### src/sv/rlfw_pkg.sv
package rlfw_pkg;

    // sizes of the lock manager
    localparam int QUEUE_DEPTH = 16;
    localparam int MAX_THREADS = 256;
    localparam int TID_W       = 8;
    localparam int DEPTH_W     = 8;
    localparam int FILL_W      = 5;
    localparam int QIDX_W      = $clog2(QUEUE_DEPTH);
    localparam int CNT_W       = $clog2(QUEUE_DEPTH + 1);
    localparam int FLAG_W      = $clog2(MAX_THREADS);

    localparam logic [DEPTH_W-1:0] DEPTH_MAX = '1;

    // command codes
    typedef enum logic {
        CMD_ACQUIRE = 1'b0,
        CMD_RELEASE = 1'b1
    } cmd_t;

    // result codes
    typedef enum logic [3:0] {
        STAT_ACQUIRED       = 4'd0,
        STAT_NESTED         = 4'd1,
        STAT_QUEUED         = 4'd2,
        STAT_REL_NESTED     = 4'd3,
        STAT_FREED          = 4'd4,
        STAT_HANDED         = 4'd5,
        STAT_NOT_HOLDER     = 4'd6,
        STAT_QUEUE_FULL     = 4'd7,
        STAT_ALREADY_WAIT   = 4'd8,
        STAT_DEPTH_OVERFLOW = 4'd9
    } status_t;

    // commands into the wait queue
    typedef struct packed {
        logic             push;
        logic             pop;
        logic [TID_W-1:0] push_id;
    } waitq_ctrl_t;

    // wait queue lookup results
    typedef struct packed {
        logic [TID_W-1:0] head_id;
        logic             waiting;
        logic [CNT_W-1:0] count;
    } waitq_stat_t;

endpackage

### src/sv/rlfw_waitq.sv
module rlfw_waitq
    import rlfw_pkg::*;
(
    input  logic             clk,
    input  logic             rst_n,
    input  logic             lookup,
    input  logic [TID_W-1:0] lookup_id,
    input  waitq_ctrl_t      ctrl,
    output waitq_stat_t      stat
);

    // waiter id ring and per-thread waiting flags
    logic [TID_W-1:0]       queue_mem [QUEUE_DEPTH];
    logic                   flag_mem  [MAX_THREADS];
    logic [MAX_THREADS-1:0] flag_vld_reg;

    logic [QIDX_W-1:0] head_reg;
    logic [QIDX_W-1:0] tail_reg;
    logic [CNT_W-1:0]  count_reg;

    logic [TID_W-1:0]  head_id_reg;
    logic              flag_rd_reg;
    logic              flag_vld_rd_reg;

    logic [FLAG_W-1:0] lookup_idx;
    logic [FLAG_W-1:0] flag_wr_idx;

    // ids wrap modulo the flag table size
    assign lookup_idx  = FLAG_W'(lookup_id);
    assign flag_wr_idx = ctrl.push ? FLAG_W'(ctrl.push_id) : FLAG_W'(head_id_reg);

    function automatic logic [QIDX_W-1:0] next_slot(input logic [QIDX_W-1:0] pos);
        return (pos == QIDX_W'(QUEUE_DEPTH - 1)) ? '0 : pos + 1'b1;
    endfunction

    // ring memory: write at tail, read at head on lookup
    always_ff @(posedge clk)
    begin
        if (ctrl.push)
        begin
            queue_mem[tail_reg] <= ctrl.push_id;
        end
        if (lookup)
        begin
            head_id_reg <= queue_mem[head_reg];
        end
    end

    // flag memory: set on push, cleared for the head on pop
    always_ff @(posedge clk)
    begin
        if (ctrl.push || ctrl.pop)
        begin
            flag_mem[flag_wr_idx] <= ctrl.push;
        end
        if (lookup)
        begin
            flag_rd_reg <= flag_mem[lookup_idx];
        end
    end

    // valid bits stand in for the cleared flag table after reset
    always_ff @(posedge clk or negedge rst_n)
    begin
        if (!rst_n)
        begin
            flag_vld_reg    <= '0;
            flag_vld_rd_reg <= 1'b0;
        end
        else
        begin
            if (ctrl.push || ctrl.pop)
            begin
                flag_vld_reg[flag_wr_idx] <= 1'b1;
            end
            if (lookup)
            begin
                flag_vld_rd_reg <= flag_vld_reg[lookup_idx];
            end
        end
    end

    // pointers and fill count
    always_ff @(posedge clk or negedge rst_n)
    begin
        if (!rst_n)
        begin
            head_reg  <= '0;
            tail_reg  <= '0;
            count_reg <= '0;
        end
        else if (ctrl.push)
        begin
            tail_reg  <= next_slot(tail_reg);
            count_reg <= count_reg + 1'b1;
        end
        else if (ctrl.pop)
        begin
            head_reg  <= next_slot(head_reg);
            count_reg <= count_reg - 1'b1;
        end
    end

    assign stat.head_id = head_id_reg;
    assign stat.waiting = flag_rd_reg & flag_vld_rd_reg;
    assign stat.count   = count_reg;

endmodule

### src/sv/recursive_lock_fifo_waiters_unit.sv
// channel | direction | handshake          | payload
// input   | in        | in_valid, in_stall | cmd, thread_id
// output  | out       | out_valid, out_stall | status, owner_id, lock_busy, nesting, queue_fill
//
// each request first reads the wait queue head and the requester's waiting
// flag from their memories, then decides and writes back.
// a new request is not taken until the last one has been decided.
// reset clears the lock, the queue pointers and all waiting flags at once.
// a held result stalls the decide cycle; the next request waits behind it.
module recursive_lock_fifo_waiters_unit
    import rlfw_pkg::*;
(
    input  logic               clk,
    input  logic               rst_n,
    input  logic               in_valid,
    output logic               in_stall,
    input  logic               cmd,
    input  logic [TID_W-1:0]   thread_id,
    output logic               out_valid,
    input  logic               out_stall,
    output logic [3:0]         status,
    output logic [TID_W-1:0]   owner_id,
    output logic               lock_busy,
    output logic [DEPTH_W-1:0] nesting,
    output logic [FILL_W-1:0]  queue_fill
);

    typedef enum logic {
        ST_IDLE,
        ST_EXEC
    } state_t;

    state_t             state_reg;
    logic               cmd_reg;
    logic [TID_W-1:0]   tid_reg;
    logic [TID_W-1:0]   holder_reg;
    logic [DEPTH_W-1:0] depth_reg;
    logic               held_reg;
    logic               out_valid_reg;
    status_t            status_reg;
    logic [FILL_W-1:0]  fill_reg;

    logic               accept;
    logic               fire;
    status_t            status_next;
    logic [TID_W-1:0]   holder_next;
    logic [DEPTH_W-1:0] depth_next;
    logic               held_next;
    logic [CNT_W-1:0]   count_next;
    waitq_ctrl_t        q_ctrl;
    waitq_stat_t        q_stat;

    assign in_stall = (state_reg == ST_EXEC);
    assign accept   = in_valid && !in_stall;
    assign fire     = (state_reg == ST_EXEC) && (!out_valid_reg || !out_stall);

    rlfw_waitq u_waitq (
        .clk       (clk),
        .rst_n     (rst_n),
        .lookup    (accept),
        .lookup_id (thread_id),
        .ctrl      (q_ctrl),
        .stat      (q_stat)
    );

    // lock decision for the request in flight
    always_comb
    begin
        status_next    = STAT_NOT_HOLDER;
        holder_next    = holder_reg;
        depth_next     = depth_reg;
        held_next      = held_reg;
        q_ctrl.push    = 1'b0;
        q_ctrl.pop     = 1'b0;
        q_ctrl.push_id = tid_reg;
        if (cmd_reg == CMD_ACQUIRE)
        begin
            if (held_reg && holder_reg == tid_reg)
            begin
                if (depth_reg == DEPTH_MAX)
                begin
                    status_next = STAT_DEPTH_OVERFLOW;
                end
                else
                begin
                    status_next = STAT_NESTED;
                    depth_next  = depth_reg + 1'b1;
                end
            end
            else if (!held_reg)
            begin
                status_next = STAT_ACQUIRED;
                held_next   = 1'b1;
                holder_next = tid_reg;
                depth_next  = DEPTH_W'(1);
            end
            else if (q_stat.waiting)
            begin
                status_next = STAT_ALREADY_WAIT;
            end
            else if (q_stat.count == CNT_W'(QUEUE_DEPTH))
            begin
                status_next = STAT_QUEUE_FULL;
            end
            else
            begin
                status_next = STAT_QUEUED;
                q_ctrl.push = fire;
            end
        end
        else
        begin
            if (!held_reg || holder_reg != tid_reg)
            begin
                status_next = STAT_NOT_HOLDER;
            end
            else if (depth_reg > DEPTH_W'(1))
            begin
                status_next = STAT_REL_NESTED;
                depth_next  = depth_reg - 1'b1;
            end
            else if (q_stat.count == '0)
            begin
                status_next = STAT_FREED;
                held_next   = 1'b0;
                holder_next = '0;
                depth_next  = '0;
            end
            else
            begin
                // last release passes the lock to the queue head
                status_next = STAT_HANDED;
                holder_next = q_stat.head_id;
                depth_next  = DEPTH_W'(1);
                q_ctrl.pop  = fire;
            end
        end
    end

    // fill count after this request
    always_comb
    begin
        count_next = q_stat.count;
        if (status_next == STAT_QUEUED)
        begin
            count_next = q_stat.count + 1'b1;
        end
        else if (status_next == STAT_HANDED)
        begin
            count_next = q_stat.count - 1'b1;
        end
    end

    // sequencer, lock state and result register
    always_ff @(posedge clk or negedge rst_n)
    begin
        if (!rst_n)
        begin
            state_reg     <= ST_IDLE;
            holder_reg    <= '0;
            depth_reg     <= '0;
            held_reg      <= 1'b0;
            out_valid_reg <= 1'b0;
        end
        else
        begin
            // result valid: set on a decision, cleared on its transfer
            if (fire)
            begin
                out_valid_reg <= 1'b1;
            end
            else if (out_valid_reg && !out_stall)
            begin
                out_valid_reg <= 1'b0;
            end
            case (state_reg)
                ST_IDLE:
                begin
                    if (accept)
                    begin
                        state_reg <= ST_EXEC;
                    end
                end
                ST_EXEC:
                begin
                    if (fire)
                    begin
                        state_reg  <= ST_IDLE;
                        holder_reg <= holder_next;
                        depth_reg  <= depth_next;
                        held_reg   <= held_next;
                    end
                end
                default:
                begin
                    state_reg <= ST_IDLE;
                end
            endcase
        end
    end

    // request capture and result payload
    always_ff @(posedge clk)
    begin
        if (accept)
        begin
            cmd_reg <= cmd;
            tid_reg <= thread_id;
        end
        if (fire)
        begin
            status_reg <= status_next;
            fill_reg   <= FILL_W'(count_next);
        end
    end

    assign out_valid  = out_valid_reg;
    assign status     = status_reg;
    assign owner_id   = holder_reg;
    assign lock_busy  = held_reg;
    assign nesting    = depth_reg;
    assign queue_fill = fill_reg;

endmodule

### config.mk
export PLATFORM = sky130hd
export DESIGN_NAME = recursive_lock_fifo_waiters_unit
export DESIGN_NICKNAME = d
export VERILOG_FILES = /design/src/sv/rlfw_pkg.sv /design/src/sv/rlfw_waitq.sv /design/src/sv/recursive_lock_fifo_waiters_unit.sv
export SDC_FILE = /design/constraint.sdc
export NUM_CORES = 1
export LEC_CHECK = 0
export ABC_AREA = 1
export BUFFER_PORTS_ARGS = -buffer_cell sky130_fd_sc_hd__clkbuf_2
export CAP_MARGIN = 20
export CELL_PAD_IN_SITES_DETAIL_PLACEMENT = 0
export CELL_PAD_IN_SITES_GLOBAL_PLACEMENT = 2
export CORE_ASPECT_RATIO = 0.9
export CORE_UTILIZATION = 44
export DETAILED_ROUTE_END_ITERATION = 6
export HOLD_SLACK_MARGIN = 0.03
export PLACE_DENSITY = 0.95
export SLEW_MARGIN = 20
export SYNTH_ARGS = -nofsm -noshare
export SYNTH_HDL_FRONTEND = slang
export SYNTH_SLANG_ARGS = --single-unit
### constraint.sdc
create_clock -name clk -period 12.5 [get_ports clk]
set_clock_uncertainty 0.05 [all_clocks]
set_input_delay 2.5 -clock clk [delete_from_list [all_inputs] [get_ports clk]]
set_output_delay 2.5 -clock clk [all_outputs]
set_load 0.01 [all_outputs]
Word-level counts from Yosys, hierarchy flattened
Memories as Yosys holds them, arrays and structs flattened. A register that Yosys moved wholly into a read port is not among the register bits.
Index checks and enable logic that the tools add are counted.
{"block": "op_classes", "muxes": 56, "n_eq_ne": 15, "n_bitwise": 4, "shifts": 0, "addsub": 6, "mul": 0, "n_reduce_logical": 19, "magnitude_cmp": 4, "div_mod_pow": 0}
{"operator": "$or 256x256->256", "count": 1}
{"operator": "$mux 8", "count": 13}
{"operator": "$mux 4", "count": 7}
{"operator": "$mux 1", "count": 26}
{"operator": "$mux 5", "count": 4}
{"operator": "$lt 8x9->1 const B", "count": 2}
{"operator": "$reduce_and 6->1", "count": 2}
{"operator": "$mux 3", "count": 3}
{"operator": "$add 4x1->4 const B", "count": 2}
{"operator": "$add 8x1->8 const B", "count": 1}
{"operator": "$bmux 1 s8", "count": 1}
{"operator": "$demux 1 s8", "count": 1}
{"operator": "$eq 4x4->1 const B", "count": 2}
{"operator": "$eq 8x8->1", "count": 1}
{"operator": "$eq 8x8->1 const B", "count": 1}
{"operator": "$ge 8x1->1 const B", "count": 1}
{"operator": "$gt 8x1->1 const B", "count": 1}
{"operator": "$ne 2x2->1 const B", "count": 4}
{"operator": "$ne 8x8->1", "count": 1}
{"operator": "$sub 8x1->8 const B", "count": 1}
{"operator": "$add 5x1->5 const B", "count": 1}
{"operator": "$eq 5x5->1 const B", "count": 1}
{"operator": "$logic_and 1x1->1", "count": 5}
{"operator": "$logic_not 5->1", "count": 1}
{"operator": "other kinds (14)", "count": 21}
{"block": "word_totals", "n_memories": 2, "out_inout_bits": 28, "mem_bits_ro": 0, "latch_bits": 0, "register_bits": 307, "ramBits": 384}
{"memory": "u_waitq.flag_mem", "words": 256, "width": 1, "rd": 1, "rd_ports_with_merged_regs": 1, "wr": 1, "line_no": "rlfw_waitq.sv:14", "rtl": "logic flag_mem [MAX_THREADS];"}
{"memory": "u_waitq.queue_mem", "words": 16, "width": 8, "rd": 1, "rd_ports_with_merged_regs": 1, "wr": 1, "line_no": "rlfw_waitq.sv:13", "rtl": "logic [TID_W-1:0] queue_mem [QUEUE_DEPTH];"}

Longest topological paths before layout
{"block": "logic_depth", "ltp_word": 14, "ltp_mapped": 17, "ltp_nobuf": 15}

Cells and area by module
From an unflattened synthesis, not the netlist that was laid out.
{"block": "unflattened", "hier_cells": 3007, "hier_area_um2": 30606.9}
{"mod": "rlfw_waitq", "instances": 1, "seq_area_each_um2": 18557.8, "area_per_inst_um2": 28153.3, "cells_each": 2702}
{"mod": "recursive_lock_fifo_waiters_unit", "instances": 1, "seq_area_each_um2": 1016.0, "area_per_inst_um2": 2453.6, "cells_each": 305}

Least setup slack after synthesis
Ideal clock, no wire load.
{"block": "synth_timing", "path_type": "input port to flip-flop", "from": "input port out_stall", "to": "memory u_waitq.queue_mem[0][0] (enable)", "path_slack_ns": 3.667, "setup_ns": 0.375, "t_arrival_ns": 8.408, "path_buffers": 1, "stages": 8, "cell_sequence": "nand2_1 > nand2_1 > nor3_2 > nand2_4 > inv_1 > buf_1 > nand2_1 > nor2_1"}
{"item": "start, declared", "line_no": "recursive_lock_fifo_waiters_unit.sv:20", "rtl": "input logic out_stall,"}
{"item": "end, declared", "line_no": "rlfw_waitq.sv:13"}

Worst setup path in the final report
{"block": "layout_timing", "from": "input port out_stall", "to": "memory u_waitq.flag_mem[192] (enable)"}
{"block": "layout_between", "elab_chain_len": 11, "elab_cells_between_ends": 16, "classes_between": "12 x mux; 4 x reduce/logical"}
{"item": "$logic_not 1->1 *", "line_no": "recursive_lock_fifo_waiters_unit.sv:55", "rtl": "assign fire = (state_reg == ST_EXEC) && (!out_valid_reg || !out_stall);"}
{"item": "$logic_or 1x1->1 *", "line_no": "recursive_lock_fifo_waiters_unit.sv:55"}
{"item": "$logic_and 1x1->1 *", "line_no": "recursive_lock_fifo_waiters_unit.sv:55"}
{"item": "$mux 1", "line_no": "recursive_lock_fifo_waiters_unit.sv:101", "rtl": "else if (q_stat.count == CNT_W'(QUEUE_DEPTH))"}
{"item": "$mux 1", "line_no": "recursive_lock_fifo_waiters_unit.sv:97", "rtl": "else if (q_stat.waiting)"}
{"item": "$mux 1", "line_no": "recursive_lock_fifo_waiters_unit.sv:90", "rtl": "else if (!held_reg)"}
{"item": "$mux 1", "line_no": "recursive_lock_fifo_waiters_unit.sv:78", "rtl": "if (held_reg && holder_reg == tid_reg)"}
{"item": "$mux 1", "line_no": "recursive_lock_fifo_waiters_unit.sv:76", "rtl": "if (cmd_reg == CMD_ACQUIRE)"}
{"item": "$logic_or 1x1->1", "line_no": "rlfw_waitq.sv:52", "rtl": "if (ctrl.push || ctrl.pop)"}
{"item": "$mux 1", "line_no": "rlfw_waitq.sv:52"}
{"item": "$mux 1 (not written as such)", "line_no": "rlfw_waitq.sv:54", "rtl": "flag_mem[flag_wr_idx] <= ctrl.push;"}
{"item": "end, declared", "line_no": "rlfw_waitq.sv:14"}
Mark *: on every way between the ends. The rest lies on a longest branch, timed or not.

==> run metrics <==
status complete, no violations; DIE HEIGHT 257 um; Mapped Cells 3459; Cell Pwr Density 160 nW/um2; register bit count reported by yosys 700; Final min period 5.92 ns; H-tree levels 3; # DRC 0; number of synthesized flops with an enable pin 411; Worst Tran Pin Value ~1.1 ns; post-CTS sizing 0; area of the die ~73000 um2; DR vias/cell 5.14; first-pass detailed-route iteration total 6; worst r2r dst u_waitq.flag_mem[192]; Pwr Total ~5600 uW; RSZ-0062 raised after global routing false; layout cells sized above 1 6.87%; diode count 0; max-slew violations 0; Static Leak 0.0169 uW; Max VDD drop approximately 0.09 mV; syn_nets 3485; CORE AREA 71600 um2; WL met3 5320 um; commonest non-fill, non-tap cell in the layout nand2_1; Rel. slew slack 28.0%; Buffers on Ports 40; clock share of power 40.0%; Final HPWL DP roughly 49000 um; CTS clk-pin slew, worst paths 0.06 ns; Post-CTS Setup Bufs 0; # IOs 41; Worst Path Arrival 6.21 ns; Routed Wire Length 84300 um; cell-internal power 4060 uW; cell taking the most area after synthesis edfxtp_1; gr usage total 23.2%; critical path endpoint category flop; Hold EP u_waitq.flag_vld_reg[242]; Die Width between 200 and 300 um; synthesized area per cell 9.19 um2; worst-skew pair later-pin latency 0.63 ns; hold path depth 2; Met1 Wirelength 39300 um; Wirelength per Cell 19.0 um; Top FF cell, synth edfxtp_1; vias in the first global route 22000; hold path start u_waitq.flag_vld_reg[242]; final RePlAce weighted congestion 0.791; register area share after synthesis 61.6%; first-pass GRT wire length 131000 um; switching pwr 1570 uW; post-synth top area share between 30% and 40%; antenna violations before repair 1; CTS tree yes; CTS hold repair buffers 0; area grow syn2layout 10.4%; metal2 WL ~37000 um; Max Cap Violations 0; f_max about 170 MHz; total gr overflow 0; worst reg2reg path depth 14; Row Count 93; Final nets 3454; Seq pwr share between 40% and 50%; Detail Route Antenna Nets 0; setup TNS 0 ns; Synth cell types 43; Tcrit/Tclk final 47.4%; R2R Setup Slk a little over 7 ns; Async SR Flop Fraction 41.3%; total CTS buffers 77; CP required about 13 ns; combinational power share 13.2%; largest cells by area after synthesis edfxtp_1 39%, dfrtp_1 23%, nand2_1 12%, inv_1 6.8%, nand3_1 5.2%; clk root buf clkbuf_16; highest metal used met4; Hold Path Class reg2reg; count of final setup violators 0; Max FO, Critical Path 88; startpoint types primary input; critical path type in2reg; Ys Warns 0; Starting Density ~44%; Synth Cell Area approximately 32000 um2; initial drt markers 2137; pin count of the biggest net entering global routing 103; commonest cells after routing, fill and taps aside 997 x nand2_1, 573 x inv_1, 411 x edfxtp_1; CTS sink cnt 700; final hold violations 0; detailed-route via count between 20000 and 25000; Max Buffers Root-to-Sink 3; switching share of power 27.8%; Reg-to-Reg Start tid_reg[7]
## metrics by stage
| stage | hold WS, ns | cells | area (um2) | utilization, % | setup slack (ns) |
|---|---|---|---|---|---|
| global route | 0.409 | 4442 | 35100 | 49.0 | 6.20 |
| CTS | 0.398 | 4442 | 35100 | 49.0 | 6.55 |
| floorplan | 0.369 | 3459 | 31800 | - | 3.67 |
| global placement | 0.380 | 4299 | 32600 | 45.6 | 6.02 |
| detailed placement | 0.385 | 4299 | 32600 | 45.6 | 5.91 |
| finish | 0.396 | 4442 | 35100 | 49.0 | 6.58 |
## power groups by stage
stage,Combinational [uW],Clock (uW),Sequential [uW]
after detailed placement,744,0,2680
final,745,2250,2630
after global placement,744,0,2670
after global routing,827,2380,2640
after floorplan,491,0,2670
after CTS,747,2290,2630
## routing by layer
metal / track usage (%) / up-vias
li1: - / 11000
met1: 34.6 / 11000
met2: 34.6 / 644
met3: 3.69 / 123
met4: 7.16 / 0
met5: 0 / -
## logic make-up (layout without fill, tap and decap cells)
group / count (synthesis) / in the layout / synth area share, %
compound gates: 379 / 379 / 6.62
xor+xnor: 22 / 22 / 0.606
fa+ha+maj: 13 / 13 / 0.512
buf+inv: 755 / 788 / 9.37
flops: 700 / 700 / 61.6
simple gates: 1590 / 1590 / 21.3
## area by class of cell
type                       count  area (um2)
multi-input combinational   2004        9240
fill                        6700       36500
sequential                   700       19600
timing repair buffer          63         402
clock buffer                 124        2250
inverter                     582        2200
tap                          950        1190
clock inverter                19         241
## cell usage after synthesis (all sizes together) (3+ instances only)
master,n
a21oi,58
a221oi,3
a311oi,9
buf,64
clkbuf,109
clkinv,4
dfrtp,289
edfxtp,411
ha,13
inv,578
nand2,1010
nand3,336
nand4,14
nor2,214
nor3,11
o21ai,220
o221ai,7
o22ai,76
or2,3
xnor2,4
xor2,18
## how the worst max path moves through the flow
stage,cells past startpoint,endpoint,startpoint,slack [ns]
2_1_floorplan,8,u_waitq.queue_mem[0][0],out_stall,3.67
3_3_place_gp,13,u_waitq.flag_mem[193],out_stall,6.02
3_5_place_dp,13,u_waitq.flag_mem[193],out_stall,5.91
4_1_cts,13,u_waitq.flag_mem[235],out_stall,6.55
5_1_grt,13,u_waitq.flag_mem[194],out_stall,6.20
6_report,13,u_waitq.flag_mem[192],out_stall,6.58
## critical path: stages
cell and delay, ns:
clkbuf_2 0.08, nand2_1 0.09, nand2_1 0.13, nor3_2 0.34, nand2_4 0.30, inv_6 0.51, buf_4 0.79, nand2_1 0.10
nand2_1 0.14, nand2_2 0.14, nor2_2 0.72, nand2_1 0.19, inv_1 0.11
(Power assumes the default switching activity.)
